<file path="src/ukt_pkg.sv">
// Types and constants shared by the unordered key table.
// Command and result words, operation and status codes, control states.
// No dependencies.
package ukt_pkg;

  localparam int unsigned KEY_BITS  = 16;
  localparam int unsigned DATA_BITS = 32;
  localparam int unsigned POS_BITS  = 4;
  localparam int unsigned CNT_BITS  = 5;

  typedef enum logic [1:0] {
    KIND_INSERT = 2'd0,
    KIND_REMOVE = 2'd1,
    KIND_SEARCH = 2'd2
  } ukt_kind_e;

  typedef enum logic [1:0] {
    STAT_OK        = 2'd0,
    STAT_FULL      = 2'd1,
    STAT_NOT_FOUND = 2'd2
  } ukt_status_e;

  typedef enum logic [1:0] {
    S_IDLE,
    S_SCAN,
    S_MOVE
  } ukt_state_e;

  typedef struct packed {
    ukt_kind_e             kind;
    logic [KEY_BITS-1:0]   key;
    logic [DATA_BITS-1:0]  payload_in;
  } ukt_cmd_t;

  typedef struct packed {
    ukt_status_e           status;
    logic [POS_BITS-1:0]   position;
    logic [DATA_BITS-1:0]  payload_out;
    logic [CNT_BITS-1:0]   entry_count;
    logic                  is_empty;
    logic                  is_full;
  } ukt_res_t;

  typedef struct packed {
    logic [KEY_BITS-1:0]   key;
    logic [DATA_BITS-1:0]  data;
  } ukt_entry_t;

endpackage

</file>
<file path="src/ukt_ram.sv">
// Generic single-port-write, single-port-read synchronous RAM.
// Read data is registered and appears in the cycle after the read request. No dependencies.
module ukt_ram #(
  parameter int unsigned WIDTH = 48,
  parameter int unsigned DEPTH = 16
) (
  input  logic                     clk_i,
  input  logic                     we_i,
  input  logic [$clog2(DEPTH)-1:0] waddr_i,
  input  logic [WIDTH-1:0]         wdata_i,
  input  logic                     re_i,
  input  logic [$clog2(DEPTH)-1:0] raddr_i,
  output logic [WIDTH-1:0]         rdata_o
);

  logic [WIDTH-1:0] mem_q [DEPTH];
  logic [WIDTH-1:0] rdata_q;

  always_ff @(posedge clk_i) begin
    if (we_i) begin
      mem_q[waddr_i] <= wdata_i;
    end
  end

  always_ff @(posedge clk_i) begin
    if (re_i) begin
      rdata_q <= mem_q[raddr_i];
    end
  end

  assign rdata_o = rdata_q;

endmodule

</file>
<file path="src/unordered_key_table.sv">
// Unordered key table: insert appends, search and remove scan from entry 0.
// Insert and unused codes: busy stays low. Search stays busy while it scans the entries;
// remove with a hit adds a move step (read last entry, write it over the hit).
// The scan reads one entry per cycle from the entry RAM.
// The result strobe comes the cycle after the last busy cycle; the receiver cannot stall.
// Reset empties the table (count cleared); RAM contents are left as they are.
module unordered_key_table #(
  parameter int unsigned DEPTH = 16
) (
  input  logic              clk_i,
  input  logic              rst_ni,
  input  logic              start,
  output logic              busy,
  input  ukt_pkg::ukt_cmd_t cmd_i,
  output logic              valid_o,
  output ukt_pkg::ukt_res_t result_o
);

  localparam int unsigned AW = (DEPTH > 1) ? $clog2(DEPTH) : 1;
  localparam int unsigned CW = $clog2(DEPTH + 1);
  localparam int unsigned EW = ukt_pkg::KEY_BITS + ukt_pkg::DATA_BITS;

  ukt_pkg::ukt_state_e state_q, state_d;
  logic [CW-1:0]       cnt_q, cnt_d;
  logic [CW-1:0]       issue_q, issue_d;
  logic                chk_vld_q, chk_vld_d;
  logic [AW-1:0]       chk_idx_q, chk_idx_d;
  logic [AW-1:0]       hit_q, hit_d;
  ukt_pkg::ukt_cmd_t   op_q, op_d;
  ukt_pkg::ukt_res_t   res_q, res_d;
  logic                valid_q, valid_d;

  logic                mem_we, mem_re;
  logic [AW-1:0]       mem_waddr, mem_raddr;
  ukt_pkg::ukt_entry_t mem_wdata, mem_rdata;
  logic [EW-1:0]       mem_rdata_raw;

  logic [CW-1:0]       last_cnt;
  logic [AW-1:0]       last_idx;
  logic                rd_more;
  logic                hit_now;

  ukt_ram #(
    .WIDTH (EW),
    .DEPTH (DEPTH)
  ) u_entry_ram (
    .clk_i   (clk_i),
    .we_i    (mem_we),
    .waddr_i (mem_waddr),
    .wdata_i (mem_wdata),
    .re_i    (mem_re),
    .raddr_i (mem_raddr),
    .rdata_o (mem_rdata_raw)
  );

  assign mem_rdata = ukt_pkg::ukt_entry_t'(mem_rdata_raw);
  assign last_cnt  = cnt_q - CW'(1);
  assign last_idx  = last_cnt[AW-1:0];
  assign rd_more   = (issue_q < cnt_q);
  assign hit_now   = chk_vld_q && (mem_rdata.key == op_q.key);
  assign busy      = (state_q != ukt_pkg::S_IDLE);

  always_ff @(posedge clk_i or negedge rst_ni) begin
    if (!rst_ni) begin
      state_q   <= ukt_pkg::S_IDLE;
      cnt_q     <= '0;
      chk_vld_q <= 1'b0;
      valid_q   <= 1'b0;
    end else begin
      state_q   <= state_d;
      cnt_q     <= cnt_d;
      chk_vld_q <= chk_vld_d;
      valid_q   <= valid_d;
    end
  end

  always_ff @(posedge clk_i) begin
    issue_q   <= issue_d;
    chk_idx_q <= chk_idx_d;
    hit_q     <= hit_d;
    op_q      <= op_d;
    res_q     <= res_d;
  end

  always_comb begin
    state_d   = state_q;
    cnt_d     = cnt_q;
    issue_d   = issue_q;
    chk_vld_d = 1'b0;
    chk_idx_d = chk_idx_q;
    hit_d     = hit_q;
    op_d      = op_q;
    valid_d   = 1'b0;
    res_d     = '0;
    mem_we    = 1'b0;
    mem_waddr = cnt_q[AW-1:0];
    mem_wdata = '{key: cmd_i.key, data: cmd_i.payload_in};
    mem_re    = 1'b0;
    mem_raddr = issue_q[AW-1:0];

    unique case (state_q)
      ukt_pkg::S_IDLE: begin
        if (start) begin
          op_d = cmd_i;
          unique case (cmd_i.kind)
            ukt_pkg::KIND_INSERT: begin
              valid_d = 1'b1;
              if (cnt_q == CW'(DEPTH)) begin
                res_d.status = ukt_pkg::STAT_FULL;
              end else begin
                mem_we = 1'b1;
                cnt_d  = cnt_q + CW'(1);
              end
            end
            ukt_pkg::KIND_REMOVE, ukt_pkg::KIND_SEARCH: begin
              issue_d = '0;
              state_d = ukt_pkg::S_SCAN;
            end
            default: begin
              valid_d = 1'b1;
            end
          endcase
        end
      end

      ukt_pkg::S_SCAN: begin
        priority if (hit_now) begin
          if (op_q.kind == ukt_pkg::KIND_REMOVE) begin
            // fetch the last entry to move into the hit slot
            mem_re    = 1'b1;
            mem_raddr = last_idx;
            hit_d     = chk_idx_q;
            state_d   = ukt_pkg::S_MOVE;
          end else begin
            valid_d           = 1'b1;
            res_d.position    = ukt_pkg::POS_BITS'(chk_idx_q);
            res_d.payload_out = mem_rdata.data;
            state_d           = ukt_pkg::S_IDLE;
          end
        end else if (!rd_more) begin
          valid_d      = 1'b1;
          res_d.status = ukt_pkg::STAT_NOT_FOUND;
          state_d      = ukt_pkg::S_IDLE;
        end else begin
          mem_re    = 1'b1;
          issue_d   = issue_q + CW'(1);
          chk_vld_d = 1'b1;
          chk_idx_d = issue_q[AW-1:0];
        end
      end

      ukt_pkg::S_MOVE: begin
        mem_we         = 1'b1;
        mem_waddr      = hit_q;
        mem_wdata      = mem_rdata;
        cnt_d          = last_cnt;
        valid_d        = 1'b1;
        res_d.position = ukt_pkg::POS_BITS'(hit_q);
        state_d        = ukt_pkg::S_IDLE;
      end

      default: begin
        state_d = ukt_pkg::S_IDLE;
      end
    endcase

    res_d.entry_count = ukt_pkg::CNT_BITS'(cnt_d);
    res_d.is_empty    = (cnt_d == '0);
    res_d.is_full     = (cnt_d == CW'(DEPTH));
  end

  assign valid_o  = valid_q;
  assign result_o = res_q;

  a_cnt_bound: assert property (@(posedge clk_i) disable iff (!rst_ni)
    cnt_q <= CW'(DEPTH))
    else $error("entry count above depth");

  a_move_nonempty: assert property (@(posedge clk_i) disable iff (!rst_ni)
    state_q == ukt_pkg::S_MOVE |-> cnt_q != '0)
    else $error("move on an empty table");

  a_chk_in_range: assert property (@(posedge clk_i) disable iff (!rst_ni)
    chk_vld_q |-> (CW'(chk_idx_q) < cnt_q))
    else $error("scan checks an entry past the count");

  a_accept_progress: assert property (@(posedge clk_i) disable iff (!rst_ni)
    start && !busy |=> valid_o || busy)
    else $error("accepted word produced neither result nor scan");

  a_full_flag: assert property (@(posedge clk_i) disable iff (!rst_ni)
    valid_o && result_o.status == ukt_pkg::STAT_FULL |-> result_o.is_full)
    else $error("full status without full flag");

endmodule

</file>
<file path="config.mk">
export PLATFORM = sky130hd
export DESIGN_NAME = unordered_key_table
export DESIGN_NICKNAME = d
export VERILOG_FILES = /design/src/ukt_pkg.sv /design/src/ukt_ram.sv /design/src/unordered_key_table.sv
export SDC_FILE = /design/constraint.sdc
export NUM_CORES = 1
export LEC_CHECK = 0
export ABC_CLOCK_PERIOD_IN_PS = 10580
export BUFFER_PORTS_ARGS = -buffer_cell sky130_fd_sc_hd__buf_2
export CORE_MARGIN = 4
export CORE_UTILIZATION = 50
export CTS_BUF_LIST = sky130_fd_sc_hd__clkbuf_8 sky130_fd_sc_hd__clkbuf_16
export DETAILED_ROUTE_END_ITERATION = 10
export GPL_ROUTABILITY_DRIVEN = 0
export PLACE_DENSITY_LB_ADDON = 0.15
export SKIP_CTS_REPAIR_TIMING = 1
export SYNTH_ARGS = -nofsm -noshare
export SYNTH_HDL_FRONTEND = slang
export SYNTH_HIERARCHICAL = 1
export SYNTH_SLANG_ARGS = --single-unit
export TNS_END_PERCENT = 10
</file>
<file path="constraint.sdc">
create_clock -name clk_i -period 10.58 [get_ports clk_i]
set_input_delay 0.529 -clock clk_i [delete_from_list [all_inputs] [get_ports clk_i]]
set_output_delay 0.529 -clock clk_i [all_outputs]
set_load 0.01 [all_outputs]
</file>
* Word-level counts from Yosys, hierarchy flattened
Memory sizes are Yosys's and may differ from the RTL's. A register that Yosys moved wholly into a read port is not among the register bits. Cells that the tools add are included. W data, S select, Z words.
Storage, ports and cells: flip-flop bits (word level) 85, latch bits 0, RAM bits 768, memory bits (read-only) 0, input port bits 53, output and inout port bits 47, logic and storage cells 95, memories 1
Cells by class: add/subtract/negate cells 3, multipliers 0, divide/modulo/power cells 0, order comparisons 1, equal/unequal tests 13, shift operators 0, mux-type cells 47, bitwise logic cells 2, reduce and logical (&&, ||, !) cells 13
Memories:
- u_entry_ram.mem_q | words 16, width 48, rd ports 1, clocked after Yosys merged registers in 1, wr ports 1, RTL line ukt_ram.sv:16 | logic [WIDTH-1:0] mem_q [DEPTH];
Operators with widths (number):
- $mux W36 | 2
- $mux W48 | 1
- $mux W5 | 7
- $pmux W5 S2 | 2
- $mux W1 | 19
- $eq A16 B16 Y1 | 1
- $mux W4 | 4
- $mux W2 | 7
- $add A5 B1 Y5 const B | 2
- $eq A5 B5 Y1 const B | 2
- $reduce_and A3 Y1 | 3
- $pmux W2 S2 | 2
- $pmux W4 S2 | 1
- $eq A2 B1 Y1 const B | 3
- $ne A2 B2 Y1 const B | 3
- $logic_not A5 Y1 | 1
- $lt A5 B5 Y1 | 1
- $reduce_and A5 Y1 | 1
- $sub A5 B1 Y5 const B | 1
- $eq A2 B2 Y1 const B | 2
- $logic_not A2 Y1 | 2
- $reduce_bool A2 Y1 | 2
- $ne A3 B3 Y1 const B | 1
- $pmux W1 S3 | 1
- 7 further kinds | 8

* Logic depth before layout (Yosys ltp)
depth after elaboration 7, gate-level depth with buffers 11, mapped depth without buffers 8

* Cells and area by module
The synthesis kept the hierarchy.
Modules (own cells, without submodules):
- ukt_ram | times used 1, cells each 1242, area each 30171.4 um^2
- unordered_key_table | times used 1, cells each 324, area each 3920.0 um^2

* Worst setup path before layout
No wires, ideal clock.
path kind register to register, start point register state_q[0], end point memory u_entry_ram.mem_q[0][0], enable pin, setup time 0.513 ns, arrival 5.361 ns, required time 10.067 ns, slack 4.706 ns, stages on the path, launching flop included 9, path buffers 3, period minus slack after synthesis 5.874 ns, cells stage by stage dfrtp_1 > inv_1 > ha_1 > clkbuf_1 > buf_2 > clkbuf_1 > o21ai_0 > or3b_2 > nor3_1
On the way: elaborated cells on any way between the ends 6
RTL lines:
- start, declared | RTL line unordered_key_table.sv:23 | ukt_pkg::ukt_state_e state_q, state_d;
- start signal, assigned | RTL line unordered_key_table.sv:65 | state_q <= ukt_pkg::S_IDLE;
- start signal, assigned | RTL line unordered_key_table.sv:70 | state_q <= state_d;
- $eq A2 B2 Y1 | RTL line unordered_key_table.sv:101 | unique case (state_q)
- $mux W4 | RTL line unordered_key_table.sv:101
- named net mem_waddr[2] | RTL line unordered_key_table.sv:34 | logic [AW-1:0] mem_waddr, mem_raddr;
- end, declared | RTL line ukt_ram.sv:16
The timed path passes the listed nets, and every way through them passes these cells.

* Worst setup path after layout
start point register op_q[46] (netlist name), end point register u_entry_ram.rdata_q[23] (netlist: u_entry_ram/rdata_o[23]) (read register of u_entry_ram.mem_q), data pin
On the way: longest elaborated chain between the ends 4, elaborated cells on any way between the ends 6
Ends and longest elaborated chain:
- start, declared | RTL line unordered_key_table.sv:29 | ukt_pkg::ukt_cmd_t op_q, op_d;
- start signal, assigned | RTL line unordered_key_table.sv:81 | op_q <= op_d;
- $eq A16 B16 Y1 | RTL line unordered_key_table.sv:60 | assign hit_now = chk_vld_q && (mem_rdata.key == op_q.key);
- $logic_and A1 B1 Y1 | RTL line unordered_key_table.sv:60
- $mux W4 | RTL line unordered_key_table.sv:127 | priority if (hit_now) begin
- $mux W4 | RTL line unordered_key_table.sv:101
- named net mem_raddr[0] | RTL line unordered_key_table.sv:34
- end, declared | RTL line ukt_ram.sv:17 | logic [WIDTH-1:0] rdata_q;
The timed path passes the listed nets, and every way through them passes these cells. A chain may end at the register's enable or synchronous reset.

==> reports/metrics.yaml <==
synth-edff-count: 847
yosys_warnings: 6
ir_drop_uv: 167
cp.arrival_ns: 5.15
power_density_nw_per_um2: 242
fillers: 4958
synth-seq-cells: 901
cp.depth: 9
cts_buffer_depth: 3
syn_nets: 1631
r2r_end: "u_entry_ram/rdata_o[23]"
routed_wl_um: 76900
avgRoutedWirePerCell_um: 28.8
ys_seq_area_frac: 0.779
drive_above_1_share: 0.308
insertion_delay_ns: 0.63
htreeDepth: 3
fmaxAchievable_ghz: 0.209
reg2reg_slack_ns: 5.80
ff2ff_path_depth: 9
cp_slowest_cell: "mux2_8"
place_hpwl_um: 36600
final_cells: 2668
first_pass_iters: 5
track_usage: 0.213
hold_end: "op_q[46]"
die_w_um: 269
antenna_found_initial: 2
maxCapViolCount: 0
start_kind: "register"
path_cells: "xnor2_1 -> nand4_1 -> nor3_4 -> nand4_2 -> mux2_8 -> buf_4 -> mux4_2 -> a22oi_1 -> nand2_1"
tns_ns: 0
cts_tree: "built"
hold_path.class: "input pin to register"
path_class: "register to register"
placed_cells: 2499
syn_to_final_growth_pct: 13.4
final_cell_mix: "edfxtp_1 (847), mux4_2 (192), buf_2 (99)"
status: "finished clean"
vias_per_cell: 6.07
root_buffer: "clkbuf_16"
die_y_um: 269
first_global_vias: 16929
start_util: 0.506
crit_buf_inv: 1
path_clk_slew_ns: 0.06
crit_fanout: 66
grt_pass1_wl_um: 114000
layout_commonest_cell: "edfxtp_1"
cp.required_ns: 10.94
critical-path-max-stage-delay_ns: 0.89
nets: 1785
timing.final.crit_share: 0.452
cellLeakagePower_nw: 12.6
gr-total-overflow: 0
maxSlewViolCount: 0
hold_violations: 0
numCtsBuffers: 91
setup_viol: 0
vias: 16185
postSynthAreaPerCell_um2: 21.8
die_area_um2: 72400
rsz0062_at_grt: "no"
ios: 100
cts_sinks: 901
grt_start_max_net_pins: 67
port_buffers: 99
yosys.cell_types.count: 51
async_flop_share: 0.00999
tightest_slew_ns: 1.21
hp-start: "cmd_i[46]"
syn-cell-area_um2: 34100
critPathTopFamily: "multiplexers"
num_rows: 95
ys.flop_type: "edfxtp_1"
final_antenna_net_count: 0
drt_iter0_drc: 1414
min_path_cells: 1
reg2reg_from: "op_q[46]"
core_area_um2: 67400
relSlewSlack: 0.195
skew_ns: 0.0194
endpoint_kind: "register"
synth_cells: 1566
drc: 0
period_minus_slack_ns: 4.78
-- cell usage after synthesis (3+ instances only) --
| cell | count | share of area |
|---|---|---|
| ha_1 | 12 | 0.0044 |
| clkbuf_1 | 30 | 0.0033 |
| a22oi_1 | 96 | 0.021 |
| buf_2 | 7 | 0.0010 |
| and2_2 | 17 | 0.0037 |
| mux2_2 | 50 | 0.017 |
| and2_1 | 19 | 0.0035 |
| edfxtp_1 | 847 | 0.75 |
| a21oi_1 | 8 | 0.0012 |
| inv_1 | 17 | 0.0019 |
| nand3_1 | 14 | 0.0021 |
| o21ai_0 | 7 | 0.0010 |
| nor2_1 | 20 | 0.0022 |
| nand2_1 | 61 | 0.0067 |
| dfxtp_1 | 45 | 0.026 |
| nor3_1 | 7 | 0.0010 |
| buf_1 | 18 | 0.0020 |
| buf_6 | 3 | 0.00099 |
| mux4_2 | 192 | 0.13 |
| nor2b_1 | 5 | 0.00092 |
| dfrtp_1 | 9 | 0.0066 |
| nand2b_1 | 4 | 0.00073 |
| xnor2_1 | 21 | 0.0054 |
| nand4_1 | 5 | 0.00092 |
| buf_4 | 18 | 0.0040 |
-- worst max-delay path by stage --
stage	slack (ns)	start	to
floorplan	4.71	state_q[0]	u_entry_ram/mem_q[0][0]
global placement	5.72	u_entry_ram/rdata_o[46]	u_entry_ram/rdata_o[23]
detailed placement	5.68	op_q[46]	u_entry_ram/rdata_o[40]
CTS	5.66	op_q[46]	u_entry_ram/rdata_o[21]
global route	5.35	op_q[46]	u_entry_ram/rdata_o[40]
finish	5.80	op_q[46]	u_entry_ram/rdata_o[23]
-- cell families after synthesis --
group,Yosys count,share of synthesized area
AO/OA/AOI/OAI,126,0.0271
XOR/XNOR,23,0.00591
adder cells (fa/ha/maj),12,0.00440
buffers and inverters,93,0.0131
flip-flops,901,0.779
multiplexers,244,0.144
AND/OR/NAND/NOR,167,0.0264
-- through the flow --
step                hold WS [ns]  setup WS, ns  total power (W)  cell area (um^2)   util
finish                    0.0860          5.80          0.00937             38600  0.573
global route              0.0536          5.35          0.00978             38600  0.573
CTS                       -0.279          5.66          0.00948             38600  0.573
detailed placement         0.412          5.68          0.00638             35700  0.530
global placement           0.409          5.72          0.00637             35700  0.530
floorplan                  0.233          4.71          0.00580             34100      -
-- per-layer routing --
| layer | track usage | vias up | share of wire |
|---|---|---|---|
| met5 | 0 | - | 0.00014 |
| met4 | 0.0509 | 2 | 0.021 |
| met3 | 0.0366 | 124 | 0.062 |
| met2 | 0.355 | 535 | 0.50 |
| met1 | 0.301 | 8713 | 0.42 |
| li1 | - | 6811 | - |
-- flip-flops by register name, summed over array words and instances (netlist names) --
register             count
chk_idx_q                4
chk_vld_q                1
cnt_q                    5
hit_q                    4
issue_q                  5
op_q                    18
result_o                45
state_q                  2
u_entry_ram/mem_q      768
u_entry_ram/rdata_o     48
valid_o                  1
-- where the power goes --
part	total, W	internal, W	switching, W
Combinational	0.00199	0.000855	0.00114
Clock	0.00309	0.00179	0.00130
Sequential	0.00429	0.00418	0.000104
Total	0.00937	0.00683	0.00254
-- layout make-up --
class / count / area, um^2 / area share
Multi-Input combinational cell: 572 / 7260 / 0.188
Sequential cell: 901 / 26600 / 0.687
Clock buffer: 95 / 2380 / 0.0615
Clock inverter: 72 / 509 / 0.0132
Antenna cell: 1 / 2.50 / 0.0000647
Timing Repair Buffer: 137 / 783 / 0.0203
Inverter: 17 / 63.8 / 0.00165
Tap cell: 873 / 1090 / 0.0283
Power figures use the tool's default switching activity.
